[src/rtl/core/follower_speed_controller_assert.svh]
// ----------------------------------------------------------------------------
// follower speed controller assertion macros
// concurrent assertion wrappers, compiled out when NO_ASSERTIONS is set
// ----------------------------------------------------------------------------
`ifndef FOLLOWER_SPEED_CONTROLLER_ASSERT_SVH
`define FOLLOWER_SPEED_CONTROLLER_ASSERT_SVH
`ifndef NO_ASSERTIONS
`define FSC_ASSERT(label, clk, rst, prop, msg) \
   label: assert property (@(posedge clk) disable iff (rst) prop) else $error(msg);
`define FSC_ASSERT_ALWAYS(label, clk, prop, msg) \
   label: assert property (@(posedge clk) prop) else $error(msg);
`else
`define FSC_ASSERT(label, clk, rst, prop, msg)
`define FSC_ASSERT_ALWAYS(label, clk, prop, msg)
`endif
`endif

[src/rtl/core/fsc_pkg.sv]
// ----------------------------------------------------------------------------
// fsc_pkg
// shared types, widths, fixed-point constants and saturation for the
// follower speed controller
// ----------------------------------------------------------------------------
package fsc_pkg;

   localparam int FRAC_BITS = 12;

   localparam int WORD_W = 16;
   localparam int GAIN_W = 15;
   localparam int DIFF_W = WORD_W + 1;
   localparam int REF_W  = WORD_W + 2;

   // shared multiplier operand and result widths
   localparam int MUL_A_W = 34 - FRAC_BITS;
   localparam int MUL_B_W = DIFF_W;
   localparam int PROD_W  = MUL_A_W + MUL_B_W;
   localparam int RND_W   = PROD_W - FRAC_BITS;

   localparam int CSR_ADDR_W = 3;
   localparam int CSR_DATA_W = WORD_W;

   localparam int QONE        = 1 << FRAC_BITS;
   localparam int C_STOP_MIN  = (7 * QONE + 500) / 1000;
   localparam int C_DECAY     = (4 * QONE + 2) / 5;
   localparam int C_LIN_JUMP  = (QONE + 5) / 10;
   localparam int C_ANG_JUMP  = QONE / 2;
   localparam int C_REF_EXTRA = (15 * QONE + 50) / 100;
   localparam int C_LIN_SCALE = (22 * QONE + 50) / 100;
   localparam int C_ANG_SCALE = (2 * QONE + 2) / 5;

   localparam int WORD_MAX = (1 << (WORD_W - 1)) - 1;
   localparam int WORD_MIN = -(1 << (WORD_W - 1));
   localparam logic signed [RND_W-1:0] RND_MAX = RND_W'(WORD_MAX);
   localparam logic signed [RND_W-1:0] RND_MIN = RND_W'(WORD_MIN);

   localparam logic [GAIN_W-1:0]        RST_DIST_SP    = GAIN_W'(2048);
   localparam logic signed [WORD_W-1:0] RST_OFF_SP     = WORD_W'(0);
   localparam logic [GAIN_W-1:0]        RST_GAIN_FWD   = GAIN_W'(819);
   localparam logic [GAIN_W-1:0]        RST_GAIN_BWD   = GAIN_W'(2867);
   localparam logic [GAIN_W-1:0]        RST_GAIN_TURN  = GAIN_W'(8192);
   localparam logic [GAIN_W-1:0]        RST_ALIGN_TOL  = GAIN_W'(205);
   localparam logic [GAIN_W-1:0]        RST_ARRIVE_TOL = GAIN_W'(614);

   typedef enum logic [1:0] {
      KIND_LOST   = 2'd0,
      KIND_FOLLOW = 2'd1,
      KIND_TURNED = 2'd2
   } kind_type;

   typedef enum logic [CSR_ADDR_W-1:0] {
      CSR_DIST_SP    = 3'd0,
      CSR_OFF_SP     = 3'd1,
      CSR_GAIN_FWD   = 3'd2,
      CSR_GAIN_BWD   = 3'd3,
      CSR_GAIN_TURN  = 3'd4,
      CSR_ALIGN_TOL  = 3'd5,
      CSR_ARRIVE_TOL = 3'd6
   } csr_index_type;

   typedef struct packed {
      logic [GAIN_W-1:0]        dist_sp;
      logic signed [WORD_W-1:0] off_sp;
      logic [GAIN_W-1:0]        gain_fwd;
      logic [GAIN_W-1:0]        gain_bwd;
      logic [GAIN_W-1:0]        gain_turn;
      logic [GAIN_W-1:0]        align_tol;
      logic [GAIN_W-1:0]        arrive_tol;
   } cfg_type;

   typedef struct packed {
      logic mul_en;
      logic rnd_en;
   } mul_ctl_type;

   function automatic logic signed [WORD_W-1:0] sat_word(input logic signed [RND_W-1:0] v);
      logic signed [WORD_W-1:0] r;
      if (v > RND_MAX) begin
         r = WORD_W'(WORD_MAX);
      end else if (v < RND_MIN) begin
         r = WORD_W'(WORD_MIN);
      end else begin
         r = v[WORD_W-1:0];
      end
      return r;
   endfunction

endpackage

[src/rtl/core/fsc_csr.sv]
// ----------------------------------------------------------------------------
// fsc_csr
// configuration register file, write only, indexed by csr_index
// ----------------------------------------------------------------------------
module fsc_csr (
   input  logic                              clock,
   input  logic                              reset,
   input  logic                              csr_write_en,
   input  logic [fsc_pkg::CSR_ADDR_W-1:0]    csr_index,
   input  logic [fsc_pkg::CSR_DATA_W-1:0]    csr_wdata,
   output fsc_pkg::cfg_type                  cfg
);
   import fsc_pkg::*;

   cfg_type cfg_ff;
   cfg_type cfg_in;

   always_comb begin
      cfg_in = cfg_ff;
      if (csr_write_en) begin
         case (csr_index_type'(csr_index))
            CSR_DIST_SP:    cfg_in.dist_sp    = csr_wdata[GAIN_W-1:0];
            CSR_OFF_SP:     cfg_in.off_sp     = csr_wdata[WORD_W-1:0];
            CSR_GAIN_FWD:   cfg_in.gain_fwd   = csr_wdata[GAIN_W-1:0];
            CSR_GAIN_BWD:   cfg_in.gain_bwd   = csr_wdata[GAIN_W-1:0];
            CSR_GAIN_TURN:  cfg_in.gain_turn  = csr_wdata[GAIN_W-1:0];
            CSR_ALIGN_TOL:  cfg_in.align_tol  = csr_wdata[GAIN_W-1:0];
            CSR_ARRIVE_TOL: cfg_in.arrive_tol = csr_wdata[GAIN_W-1:0];
            default: cfg_in = cfg_ff;
         endcase
      end
   end

   always_ff @(posedge clock) begin
      if (reset) begin
         cfg_ff.dist_sp    <= RST_DIST_SP;
         cfg_ff.off_sp     <= RST_OFF_SP;
         cfg_ff.gain_fwd   <= RST_GAIN_FWD;
         cfg_ff.gain_bwd   <= RST_GAIN_BWD;
         cfg_ff.gain_turn  <= RST_GAIN_TURN;
         cfg_ff.align_tol  <= RST_ALIGN_TOL;
         cfg_ff.arrive_tol <= RST_ARRIVE_TOL;
      end else begin
         cfg_ff <= cfg_in;
      end
   end

   assign cfg = cfg_ff;

endmodule

[src/rtl/core/fsc_mul.sv]
// ----------------------------------------------------------------------------
// fsc_mul
// shared fixed-point multiplier: registered product, then a registered
// round-to-nearest (ties away from zero) shift by FRAC_BITS
// ----------------------------------------------------------------------------
module fsc_mul (
   input  logic                                clock,
   input  fsc_pkg::mul_ctl_type                ctl,
   input  logic signed [fsc_pkg::MUL_A_W-1:0]  op_a,
   input  logic signed [fsc_pkg::MUL_B_W-1:0]  op_b,
   output logic signed [fsc_pkg::RND_W-1:0]    rnd
);
   import fsc_pkg::*;

   localparam logic signed [PROD_W-1:0] HALF_POS = PROD_W'(QONE / 2);
   localparam logic signed [PROD_W-1:0] HALF_NEG = PROD_W'(QONE / 2 - 1);

   logic signed [PROD_W-1:0] prod_ff;
   logic signed [PROD_W-1:0] prod_in;
   logic signed [PROD_W-1:0] biased;
   logic signed [RND_W-1:0]  rnd_ff;
   logic signed [RND_W-1:0]  rnd_in;

   assign prod_in = PROD_W'(op_a) * PROD_W'(op_b);

   // negative products take half minus one so the floor shift rounds away from zero
   assign biased = prod_ff + (prod_ff[PROD_W-1] ? HALF_NEG : HALF_POS);
   assign rnd_in = biased[PROD_W-1:FRAC_BITS];

   always_ff @(posedge clock) begin
      if (ctl.mul_en) begin
         prod_ff <= prod_in;
      end
      if (ctl.rnd_en) begin
         rnd_ff <= rnd_in;
      end
   end

   assign rnd = rnd_ff;

endmodule

[src/rtl/core/fsc_ctrl.sv]
// ----------------------------------------------------------------------------
// fsc_ctrl
// sequencer: captures a word, forms the errors, runs the shared multiplier
// one product at a time, applies jump limits and state updates, and holds
// the result word in an output register
// ----------------------------------------------------------------------------
`include "follower_speed_controller_assert.svh"

module fsc_ctrl (
   input  logic                                clock,
   input  logic                                reset,
   input  fsc_pkg::cfg_type                    cfg,
   input  logic                                req_valid,
   output logic                                req_ready,
   input  logic [1:0]                          req_kind,
   input  logic signed [fsc_pkg::WORD_W-1:0]   req_marker_distance,
   input  logic signed [fsc_pkg::WORD_W-1:0]   req_marker_offset,
   input  logic signed [fsc_pkg::WORD_W-1:0]   req_follower_odom_x,
   input  logic signed [fsc_pkg::WORD_W-1:0]   req_leader_heading,
   input  logic signed [fsc_pkg::WORD_W-1:0]   req_follower_heading,
   output logic                                rsp_valid,
   input  logic                                rsp_ready,
   output logic signed [fsc_pkg::WORD_W-1:0]   rsp_linear_speed,
   output logic signed [fsc_pkg::WORD_W-1:0]   rsp_angular_speed,
   output logic                                rsp_reset_follower_odom,
   output logic                                rsp_reset_leader_odom,
   output logic                                rsp_ready_res,
   output fsc_pkg::mul_ctl_type                mul_ctl,
   output logic signed [fsc_pkg::MUL_A_W-1:0]  mul_a,
   output logic signed [fsc_pkg::MUL_B_W-1:0]  mul_b,
   input  logic signed [fsc_pkg::RND_W-1:0]    mul_rnd
);
   import fsc_pkg::*;

   typedef enum logic [6:0] {
      ST_IDLE = 7'b0000001,
      ST_REF  = 7'b0000010,
      ST_PREP = 7'b0000100,
      ST_MUL  = 7'b0001000,
      ST_RND  = 7'b0010000,
      ST_KEEP = 7'b0100000,
      ST_FIN  = 7'b1000000
   } state_type;

   localparam logic [1:0] OP_FIRST  = 2'd0;
   localparam logic [1:0] OP_SECOND = 2'd1;
   localparam logic [1:0] OP_THIRD  = 2'd2;
   localparam logic [1:0] OP_FOURTH = 2'd3;

   localparam logic signed [WORD_W-1:0] STOP_MIN_W = WORD_W'(C_STOP_MIN);
   localparam logic signed [DIFF_W-1:0] LIN_JUMP_P = DIFF_W'(C_LIN_JUMP);
   localparam logic signed [DIFF_W-1:0] LIN_JUMP_N = DIFF_W'(-C_LIN_JUMP);
   localparam logic signed [DIFF_W-1:0] ANG_JUMP_P = DIFF_W'(C_ANG_JUMP);
   localparam logic signed [DIFF_W-1:0] ANG_JUMP_N = DIFF_W'(-C_ANG_JUMP);

   function automatic logic [DIFF_W-1:0] mag_diff(input logic signed [DIFF_W-1:0] v);
      logic [DIFF_W-1:0] r;
      r = (v < 0) ? -v : v;
      return r;
   endfunction

   // control state
   state_type                state_ff, state_in;
   logic [1:0]               op_ff, op_in;
   logic                     captured_ff, captured_in;
   logic                     turn_done_ff, turn_done_in;
   logic signed [WORD_W-1:0] last_lin_ff, last_lin_in;
   logic signed [WORD_W-1:0] last_ang_ff, last_ang_in;
   logic                     rsp_valid_ff, rsp_valid_in;

   // working registers
   kind_type                 kind_ff, kind_in;
   logic signed [WORD_W-1:0] md_ff, md_in;
   logic signed [WORD_W-1:0] mo_ff, mo_in;
   logic signed [WORD_W-1:0] ox_ff, ox_in;
   logic signed [WORD_W-1:0] lh_ff, lh_in;
   logic signed [WORD_W-1:0] fh_ff, fh_in;
   logic signed [WORD_W-1:0] ref_ff, ref_in;
   logic signed [DIFF_W-1:0] diff_a_ff, diff_a_in;
   logic signed [DIFF_W-1:0] diff_b_ff, diff_b_in;
   logic                     flag_ff, flag_in;
   logic                     arrived_ff, arrived_in;
   logic                     aligned_ff, aligned_in;
   logic signed [WORD_W-1:0] lin_ff, lin_in;
   logic signed [WORD_W-1:0] ang_ff, ang_in;

   // result word
   logic signed [WORD_W-1:0] rsp_lin_ff, rsp_lin_in;
   logic signed [WORD_W-1:0] rsp_ang_ff, rsp_ang_in;
   logic                     rsp_rf_ff, rsp_rf_in;
   logic                     rsp_rl_ff, rsp_rl_in;
   logic                     rsp_rdy_ff, rsp_rdy_in;

   logic signed [REF_W-1:0]  ref_sum;
   logic signed [WORD_W-1:0] rnd_sat;
   logic signed [DIFF_W-1:0] d_lin;
   logic signed [DIFF_W-1:0] d_ang;
   logic                     jump_lin;
   logic                     jump_ang;
   logic                     out_free;
   logic                     lin_sel;
   logic                     ang_sel;
   logic                     last_op;

   assign ref_sum  = REF_W'(ox_ff) + REF_W'(md_ff) + REF_W'(C_REF_EXTRA);
   assign rnd_sat  = sat_word(mul_rnd);
   assign d_lin    = DIFF_W'(lin_ff) - DIFF_W'(last_lin_ff);
   assign d_ang    = DIFF_W'(ang_ff) - DIFF_W'(last_ang_ff);
   assign jump_lin = (d_lin > LIN_JUMP_P) || (d_lin < LIN_JUMP_N);
   assign jump_ang = (d_ang > ANG_JUMP_P) || (d_ang < ANG_JUMP_N);
   assign out_free = !rsp_valid_ff || rsp_ready;

   // which product lands in the linear or angular result, and which one ends the item
   always_comb begin
      lin_sel = 1'b0;
      ang_sel = 1'b0;
      last_op = 1'b1;
      case (kind_ff)
         KIND_LOST: begin
            lin_sel = 1'b1;
         end
         KIND_FOLLOW: begin
            lin_sel = (op_ff == OP_FIRST);
            ang_sel = (op_ff == OP_SECOND);
            last_op = (op_ff == OP_SECOND);
         end
         KIND_TURNED: begin
            lin_sel = (op_ff == OP_SECOND);
            ang_sel = (op_ff == OP_FOURTH);
            last_op = (op_ff == OP_FOURTH) || ((op_ff == OP_SECOND) && !arrived_ff);
         end
         default: begin
            last_op = 1'b1;
         end
      endcase
   end

   // operand selection for the shared multiplier
   always_comb begin
      mul_a = '0;
      mul_b = '0;
      case (kind_ff)
         KIND_LOST: begin
            mul_a = MUL_A_W'(last_lin_ff);
            mul_b = MUL_B_W'(C_DECAY);
         end
         KIND_FOLLOW: begin
            if (op_ff == OP_FIRST) begin
               mul_a = MUL_A_W'(diff_a_ff);
               mul_b = diff_a_ff[DIFF_W-1] ? MUL_B_W'(cfg.gain_bwd) : MUL_B_W'(cfg.gain_fwd);
            end else begin
               // offset error is already negated
               mul_a = MUL_A_W'(diff_b_ff);
               mul_b = MUL_B_W'(cfg.gain_turn);
            end
         end
         KIND_TURNED: begin
            case (op_ff)
               OP_FIRST: begin
                  mul_a = MUL_A_W'(diff_a_ff);
                  mul_b = MUL_B_W'(cfg.gain_fwd);
               end
               OP_SECOND: begin
                  mul_a = mul_rnd[MUL_A_W-1:0];
                  mul_b = MUL_B_W'(C_LIN_SCALE);
               end
               OP_THIRD: begin
                  mul_a = MUL_A_W'(diff_b_ff);
                  mul_b = MUL_B_W'(cfg.gain_turn);
               end
               OP_FOURTH: begin
                  mul_a = mul_rnd[MUL_A_W-1:0];
                  mul_b = MUL_B_W'(C_ANG_SCALE);
               end
               default: begin
                  mul_a = '0;
                  mul_b = '0;
               end
            endcase
         end
         default: begin
            mul_a = '0;
            mul_b = '0;
         end
      endcase
   end

   always_comb begin
      state_in     = state_ff;
      op_in        = op_ff;
      captured_in  = captured_ff;
      turn_done_in = turn_done_ff;
      last_lin_in  = last_lin_ff;
      last_ang_in  = last_ang_ff;
      kind_in      = kind_ff;
      md_in        = md_ff;
      mo_in        = mo_ff;
      ox_in        = ox_ff;
      lh_in        = lh_ff;
      fh_in        = fh_ff;
      ref_in       = ref_ff;
      diff_a_in    = diff_a_ff;
      diff_b_in    = diff_b_ff;
      flag_in      = flag_ff;
      arrived_in   = arrived_ff;
      aligned_in   = aligned_ff;
      lin_in       = lin_ff;
      ang_in       = ang_ff;
      rsp_lin_in   = rsp_lin_ff;
      rsp_ang_in   = rsp_ang_ff;
      rsp_rf_in    = rsp_rf_ff;
      rsp_rl_in    = rsp_rl_ff;
      rsp_rdy_in   = rsp_rdy_ff;
      rsp_valid_in = rsp_valid_ff && !rsp_ready;
      mul_ctl      = '0;

      case (state_ff)
         ST_IDLE: begin
            if (req_valid) begin
               kind_in  = kind_type'(req_kind);
               md_in    = req_marker_distance;
               mo_in    = req_marker_offset;
               ox_in    = req_follower_odom_x;
               lh_in    = req_leader_heading;
               fh_in    = req_follower_heading;
               op_in    = OP_FIRST;
               state_in = (kind_type'(req_kind) == KIND_TURNED) ? ST_REF : ST_PREP;
            end
         end
         ST_REF: begin
            if (!captured_ff) begin
               ref_in      = sat_word(RND_W'(ref_sum));
               captured_in = 1'b1;
            end
            state_in = ST_PREP;
         end
         ST_PREP: begin
            lin_in = '0;
            ang_in = '0;
            case (kind_ff)
               KIND_LOST: begin
                  flag_in  = (last_lin_ff > STOP_MIN_W);
                  state_in = (last_lin_ff > STOP_MIN_W) ? ST_MUL : ST_FIN;
               end
               KIND_FOLLOW: begin
                  diff_a_in = DIFF_W'(md_ff) - DIFF_W'(cfg.dist_sp);
                  diff_b_in = DIFF_W'(cfg.off_sp) - DIFF_W'(mo_ff);
                  flag_in   = mag_diff(DIFF_W'(mo_ff)) < DIFF_W'(cfg.align_tol);
                  state_in  = ST_MUL;
               end
               KIND_TURNED: begin
                  diff_a_in = DIFF_W'(ref_ff) - DIFF_W'(ox_ff);
                  diff_b_in = DIFF_W'(lh_ff) - DIFF_W'(fh_ff);
                  state_in  = ST_MUL;
               end
               default: begin
                  state_in = ST_FIN;
               end
            endcase
         end
         ST_MUL: begin
            mul_ctl.mul_en = 1'b1;
            if (op_ff == OP_FIRST) begin
               arrived_in = mag_diff(diff_a_ff) < DIFF_W'(cfg.arrive_tol);
               aligned_in = mag_diff(diff_b_ff) < DIFF_W'(cfg.align_tol);
            end
            state_in = ST_RND;
         end
         ST_RND: begin
            mul_ctl.rnd_en = 1'b1;
            state_in       = ST_KEEP;
         end
         ST_KEEP: begin
            if (lin_sel) begin
               lin_in = rnd_sat;
            end
            if (ang_sel) begin
               ang_in = rnd_sat;
            end
            if (last_op) begin
               state_in = ST_FIN;
            end else begin
               op_in    = op_ff + 2'd1;
               state_in = ST_MUL;
            end
         end
         ST_FIN: begin
            // wait here while the previous word is still unclaimed
            if (out_free) begin
               rsp_valid_in = 1'b1;
               state_in     = ST_IDLE;
               rsp_lin_in   = '0;
               rsp_ang_in   = '0;
               rsp_rf_in    = 1'b0;
               rsp_rl_in    = 1'b0;
               rsp_rdy_in   = 1'b0;
               case (kind_ff)
                  KIND_LOST: begin
                     if (flag_ff) begin
                        rsp_lin_in  = lin_ff;
                        last_lin_in = lin_ff;
                     end
                  end
                  KIND_FOLLOW: begin
                     rsp_lin_in  = jump_lin ? last_lin_ff : lin_ff;
                     rsp_ang_in  = jump_ang ? last_ang_ff : ang_ff;
                     last_lin_in = jump_lin ? last_lin_ff : lin_ff;
                     last_ang_in = jump_ang ? last_ang_ff : ang_ff;
                     rsp_rf_in   = flag_ff;
                  end
                  KIND_TURNED: begin
                     if (arrived_ff && (turn_done_ff || aligned_ff)) begin
                        rsp_rf_in    = 1'b1;
                        rsp_rl_in    = 1'b1;
                        rsp_rdy_in   = 1'b1;
                        captured_in  = 1'b0;
                        turn_done_in = 1'b0;
                     end else begin
                        rsp_lin_in = lin_ff;
                        rsp_ang_in = ang_ff;
                     end
                  end
                  default: begin
                     rsp_lin_in = '0;
                  end
               endcase
            end
         end
         default: begin
            state_in = ST_IDLE;
         end
      endcase
   end

   always_ff @(posedge clock) begin
      if (reset) begin
         state_ff     <= ST_IDLE;
         op_ff        <= OP_FIRST;
         captured_ff  <= 1'b0;
         turn_done_ff <= 1'b0;
         last_lin_ff  <= '0;
         last_ang_ff  <= '0;
         rsp_valid_ff <= 1'b0;
      end else begin
         state_ff     <= state_in;
         op_ff        <= op_in;
         captured_ff  <= captured_in;
         turn_done_ff <= turn_done_in;
         last_lin_ff  <= last_lin_in;
         last_ang_ff  <= last_ang_in;
         rsp_valid_ff <= rsp_valid_in;
      end
   end

   always_ff @(posedge clock) begin
      kind_ff    <= kind_in;
      md_ff      <= md_in;
      mo_ff      <= mo_in;
      ox_ff      <= ox_in;
      lh_ff      <= lh_in;
      fh_ff      <= fh_in;
      ref_ff     <= ref_in;
      diff_a_ff  <= diff_a_in;
      diff_b_ff  <= diff_b_in;
      flag_ff    <= flag_in;
      arrived_ff <= arrived_in;
      aligned_ff <= aligned_in;
      lin_ff     <= lin_in;
      ang_ff     <= ang_in;
      rsp_lin_ff <= rsp_lin_in;
      rsp_ang_ff <= rsp_ang_in;
      rsp_rf_ff  <= rsp_rf_in;
      rsp_rl_ff  <= rsp_rl_in;
      rsp_rdy_ff <= rsp_rdy_in;
   end

   assign req_ready               = (state_ff == ST_IDLE);
   assign rsp_valid               = rsp_valid_ff;
   assign rsp_linear_speed        = rsp_lin_ff;
   assign rsp_angular_speed       = rsp_ang_ff;
   assign rsp_reset_follower_odom = rsp_rf_ff;
   assign rsp_reset_leader_odom   = rsp_rl_ff;
   assign rsp_ready_res           = rsp_rdy_ff;

   `FSC_ASSERT(a_fin_waits, clock, reset,
      (state_ff == ST_FIN) && rsp_valid_ff && !rsp_ready |=> state_ff == ST_FIN,
      "result word overwritten while stalled")
   `FSC_ASSERT(a_accept_starts, clock, reset,
      req_valid && req_ready |=> (state_ff == ST_REF) || (state_ff == ST_PREP),
      "accepted word did not start the sequence")
   `FSC_ASSERT(a_ready_res_stops, clock, reset,
      rsp_valid && rsp_ready_res |-> (rsp_linear_speed == '0) &&
         (rsp_angular_speed == '0) && rsp_reset_leader_odom,
      "ready flag without stop")
   `FSC_ASSERT(a_long_chain, clock, reset,
      (op_ff == OP_THIRD) || (op_ff == OP_FOURTH) |-> kind_ff == KIND_TURNED,
      "heading products outside leader turned")
   `FSC_ASSERT_ALWAYS(a_reset_idle, clock,
      reset |=> (state_ff == ST_IDLE) && !rsp_valid_ff,
      "reset did not return to idle")

endmodule

[src/rtl/core/follower_speed_controller.sv]
// ----------------------------------------------------------------------------
// follower_speed_controller
// leader-following speed controller, one result word per sample word
// ----------------------------------------------------------------------------
// usage:
//   req_*  : sample word (kind, marker distance and offset, follower odometry x,
//            leader and follower heading), valid/ready
//   rsp_*  : result word (linear and angular speed in signed Q3.12, odometry
//            reset requests, ready_res), valid/ready
//   csr_*  : write-only register port, csr_index selects the register,
//            written on every edge with csr_write_en high
//   a word is taken only from idle; all products go one at a time through a
//   single multiplier, each in a multiply, a round and a saturate step
//   marker lost below the stop speed and an unused kind use no product,
//   marker lost with decay uses one, follow two, and leader turned two before
//   arrival and four once arrived; the result is registered from the final
//   step once the output register is free
//   the result sits in an output register, so a new word can be taken while
//   it waits; a later result holds in the final step until it is taken
//   reset (synchronous) loads the register defaults, clears the speed history
//   and the captured reference, and drops rsp_valid
// ----------------------------------------------------------------------------
module follower_speed_controller (
   input  logic                clock,
   input  logic                reset,
   input  logic                req_valid,
   output logic                req_ready,
   input  logic [1:0]          req_kind,
   input  logic signed [15:0]  req_marker_distance,
   input  logic signed [15:0]  req_marker_offset,
   input  logic signed [15:0]  req_follower_odom_x,
   input  logic signed [15:0]  req_leader_heading,
   input  logic signed [15:0]  req_follower_heading,
   output logic                rsp_valid,
   input  logic                rsp_ready,
   output logic signed [15:0]  rsp_linear_speed,
   output logic signed [15:0]  rsp_angular_speed,
   output logic                rsp_reset_follower_odom,
   output logic                rsp_reset_leader_odom,
   output logic                rsp_ready_res,
   input  logic                csr_write_en,
   input  logic [2:0]          csr_index,
   input  logic [15:0]         csr_wdata
);
   import fsc_pkg::*;

   cfg_type                  cfg;
   mul_ctl_type              mul_ctl;
   logic signed [MUL_A_W-1:0] mul_a;
   logic signed [MUL_B_W-1:0] mul_b;
   logic signed [RND_W-1:0]   mul_rnd;

   fsc_csr u_csr (
      .clock        (clock),
      .reset        (reset),
      .csr_write_en (csr_write_en),
      .csr_index    (csr_index),
      .csr_wdata    (csr_wdata),
      .cfg          (cfg)
   );

   fsc_mul u_mul (
      .clock (clock),
      .ctl   (mul_ctl),
      .op_a  (mul_a),
      .op_b  (mul_b),
      .rnd   (mul_rnd)
   );

   fsc_ctrl u_ctrl (
      .clock                   (clock),
      .reset                   (reset),
      .cfg                     (cfg),
      .req_valid               (req_valid),
      .req_ready               (req_ready),
      .req_kind                (req_kind),
      .req_marker_distance     (req_marker_distance),
      .req_marker_offset       (req_marker_offset),
      .req_follower_odom_x     (req_follower_odom_x),
      .req_leader_heading      (req_leader_heading),
      .req_follower_heading    (req_follower_heading),
      .rsp_valid               (rsp_valid),
      .rsp_ready               (rsp_ready),
      .rsp_linear_speed        (rsp_linear_speed),
      .rsp_angular_speed       (rsp_angular_speed),
      .rsp_reset_follower_odom (rsp_reset_follower_odom),
      .rsp_reset_leader_odom   (rsp_reset_leader_odom),
      .rsp_ready_res           (rsp_ready_res),
      .mul_ctl                 (mul_ctl),
      .mul_a                   (mul_a),
      .mul_b                   (mul_b),
      .mul_rnd                 (mul_rnd)
   );

endmodule

[config.mk]
export PLATFORM = sky130hd
export DESIGN_NAME = follower_speed_controller
export DESIGN_NICKNAME = d
export VERILOG_FILES = /design/src/rtl/core/fsc_pkg.sv /design/src/rtl/core/fsc_csr.sv /design/src/rtl/core/fsc_mul.sv /design/src/rtl/core/fsc_ctrl.sv /design/src/rtl/core/follower_speed_controller.sv
export VERILOG_INCLUDE_DIRS = /design/src /design/src/rtl/core
export SDC_FILE = /design/constraint.sdc
export NUM_CORES = 2
export LEC_CHECK = 0
export BUFFER_PORTS_ARGS = -buffer_cell sky130_fd_sc_hd__buf_2
export CAP_MARGIN = 20
export CORE_UTILIZATION = 42
export DETAILED_ROUTE_END_ITERATION = 6
export GPL_ROUTABILITY_DRIVEN = 0
export HOLD_SLACK_MARGIN = 0.1
export PLACE_DENSITY = 0.59
export REMOVE_ABC_BUFFERS = 1
export SLEW_MARGIN = 20
export SYNTH_ARGS = -nofsm -noshare
export SYNTH_HDL_FRONTEND = slang
export SYNTH_SLANG_ARGS = --single-unit
[constraint.sdc]
create_clock -name clock -period 8.5 [get_ports clock]
set_clock_uncertainty 0.05 [all_clocks]
set_input_delay 0.425 -clock clock [delete_from_list [all_inputs] [get_ports clock]]
set_output_delay 0.425 -clock clock [all_outputs]
set_load 0.03 [all_outputs]
==> results.py <==
metrics = {
    "clock_network": {
        "insertion_delay_ps": 630,
        "cts_sinks": 416,
        "cts_root_buffer": "clkbuf_16",
        "htreeDepth": 2,
        "numCtsBuffers": 49,
        "clock_path_buffers": 3,
        "clkTransAtPathRegs_ps": 70,
        "cts_tree": "done",
    },
    "synth": {
        "synthXorXnorAreaFrac_pct": 3.818,
        "synth_area_um2": 37390,
        "synth_flop_cell": "edfxtp_1",
        "avgSynthCellArea_um2": 9.129,
        "yosysSeqAreaShare_pct": 29.42,
        "yosys_register_bits": 416,
        "synthCells": 4096,
        "synth_top_area_cell": "edfxtp_1",
        "synth_warnings": 0,
        "synth.distinct_cells": 84,
        "synth-edff-count": 267,
        "synthMuxAreaShare_pct": 1.228,
        "synth-compound-area-share_pct": 14.59,
        "synth-simple-area-share_pct": 15.31,
        "synth.top_cell.area_share_pct": 21.44,
        "synth_adder_area_share_pct": 27.43,
        "synth_area_leaders": "edfxtp_1 (21%), fa_1 (18%), ha_1 (9.6%), dfxtp_1 (8.0%), inv_1 (6.4%)",
        "async_flop_share_pct": 0,
        "synth_top_family_by_area": "adder cells",
    },
    "route": {
        "drtIter0Drc": 1947,
        "drtAntennaViolNets": 0,
        "totalWireLength_um": 103900,
        "first_pass_iters": 6,
        "route.detailed.drc": 0,
        "vias": 29669,
        "wl_per_cell_um": 18.81,
        "vias_per_cell": 5.373,
    },
    "sta": {
        "finalMaxSlewViolations": 0,
        "hold_slack_ps": 129.3,
        "relSlewSlack_pct": 30.23,
        "fmax_mhz": 122.9,
        "fin_ws_ps": 363.1,
        "worst_slew_pin_slew_ps": 1038,
        "hold_viol_final": 0,
        "period_minus_slack_ps": 8137,
        "finalCritPeriodShare_pct": 95.73,
        "finalSetupViolCount": 0,
    },
    "placement": {
        "postPlaceCellArea_um2": 39870,
        "portBuffers": 142,
        "dpl.hpwl_um": 81230,
        "dp.cells": 5339,
        "dp_slack_ps": 282.8,
    },
    "finish": {
        "final_area_um2": 42560,
        "diodes": 0,
        "stdcell_count": 5522,
        "final_cell_mix": "inv_1 (632), nand2_1 (559), fa_1 (333)",
        "num-fill-cells": 8317,
        "layout_commonest_cell": "inv_1",
        "final_nets": 5043,
        "syn2layout_area_growth_pct": 13.83,
        "layout-drive-gt1-share_pct": 9.318,
    },
    "floorplanning": {
        "design.core.area_um2": 88240,
        "fp.dieH_um": 300.4,
        "die_w_um": 300.4,
        "initial_core_util_pct": 42.37,
        "std_cell_rows": 109,
        "ioPinCount": 143,
        "dieArea_um2": 90220,
    },
    "pwr": {
        "power_density_nw_per_um2": 199.1,
        "vdd_ir_drop_max_mv": 0.1690,
        "leakage_uw": 0.01843,
    },
    "setup_path": {
        "crit_required_ps": 8790,
        "endpoint_kind": "flip-flop",
        "slowest_stage": "fa_1",
        "cpMostUsedCell": "fa_1",
        "startpoint_type": "flip-flop",
        "cpPeakStageDelay_ps": 570,
        "critPathKind": "flip-flop to flip-flop",
        "crit_arrival_ps": 8430,
        "crit_fanout": 22,
    },
    "global_routing": {
        "grt_overflow_total": 0,
        "grt_pass1_wl_um": 165200,
        "grtUsageTotal_pct": 23.31,
        "grt_pass1_vias": 29422,
        "grt_max_degree": 77,
        "antenna_found_initial": 0,
    },
    "job": {
        "cap_violations": 0,
    },
    "min_path": {
        "hold_class": "primary input to flip-flop",
    },
    "run_status": {
        "status": "complete, no violations",
    },
}
cell type report:
| cell class | instances | area (um^2) | share of cell area (%) |
|---|---|---|---|
| multi-input combinational | 2867 | 23450 | 55.09 |
| inverter | 634 | 2384 | 5.600 |
| tap | 1165 | 1458 | 3.425 |
| timing repair buffer | 349 | 2569 | 6.035 |
| clock buffer | 58 | 1323 | 3.107 |
| sequential | 416 | 11000 | 25.85 |
| clock inverter | 33 | 379.1 | 0.8907 |
cell usage after synthesis, types with 21 or more instances:
cell / count
o21ai_0: 111
clkbuf_1: 158
a21o_1: 101
nand3_1: 80
or3_1: 22
o2111ai_1: 24
a21oi_1: 240
nor2_1: 196
dfxtp_1: 149
xnor2_1: 116
a31oi_1: 42
a211oi_1: 23
nor2b_1: 103
nand2_1: 559
ha_1: 287
mux2i_1: 29
nand2b_1: 49
inv_1: 633
fa_1: 333
nor3_1: 66
o211ai_1: 42
xor2_1: 47
and2_1: 47
edfxtp_1: 267
and3_1: 26
o31ai_1: 21
repair_timing:
item,in CTS,in global routing
resized for setup,0,12
hold buffers,89,0
setup endpoints to repair,0,13
endpoints found under the hold margin,101,0
setup buffers,0,2
power breakdown:
group          internal, uW  switching [uW]
clock                  1310             919
sequential             2380            71.7
combinational          1570            2220
total                  5260            3210
flip-flops by register name, indices dropped and copies added (netlist names), 17 cells and up:
| signal | count |
|---|---|
| u_mul.prod_ff | 39 |
| u_mul.rnd | 27 |
| u_ctrl.diff_b_ff | 17 |
| u_ctrl.diff_a_ff | 17 |
| u_csr.cfg | 106 |
worst max-delay path: cells and delay by family, from the launching register on:
kind                       cells  cell delay, ps
AOI/OAI and AO/OA              9            1670
xor gates and xnor gates       1             130
adders and majority gates      8            3720
buffers and inverters          9            1140
DFF                            1             450
and+or+nand+nor                4             650
path summary, 6_finish.rpt:
check / start / to / slack (ps) / cells past startpoint
max: u_ctrl.op_ff[1]$_SDFFE_PP0P_ / u_mul.prod_ff[37]$_DFFE_PN_ / 360 / 31
min: csr_wdata[2] / u_csr.cfg[62]$_SDFFE_PP0P_ / 130 / 3
max reg2reg: u_ctrl.op_ff[1]$_SDFFE_PP0P_ / u_mul.prod_ff[37]$_DFFE_PN_ / 360 / 31
min reg2reg: u_csr.cfg[19]$_SDFFE_PP0P_ / u_csr.cfg[19]$_SDFFE_PP0P_ / 400 / 2
routing by layer:
layer | wire length [um] | global-route usage [%]
met5 | 0 | 0
met4 | 3172 | 7.374
met3 | 5349 | 2.475
met1 | 46210 | 31.62
met2 | 49120 | 38.98
metrics by stage:
step           power (uW)  utilization [%]  TNS, ps
5_1_grt              9146            48.24   -16.05
3_5_place_dp         6271            45.19        0
2_1_floorplan        5225                -   -21290
4_1_cts              8556            48.13        0
6_report             8473            48.24        0
3_3_place_gp         6244            45.19        0
kinds of logic after synthesis:
logic type	Yosys count
fa+ha+maj	620
simple gates	1229
buf+inv	813
mux	44
xor+xnor	163
flops	416
compound gates	811
Power figures use the tool's default switching activity.
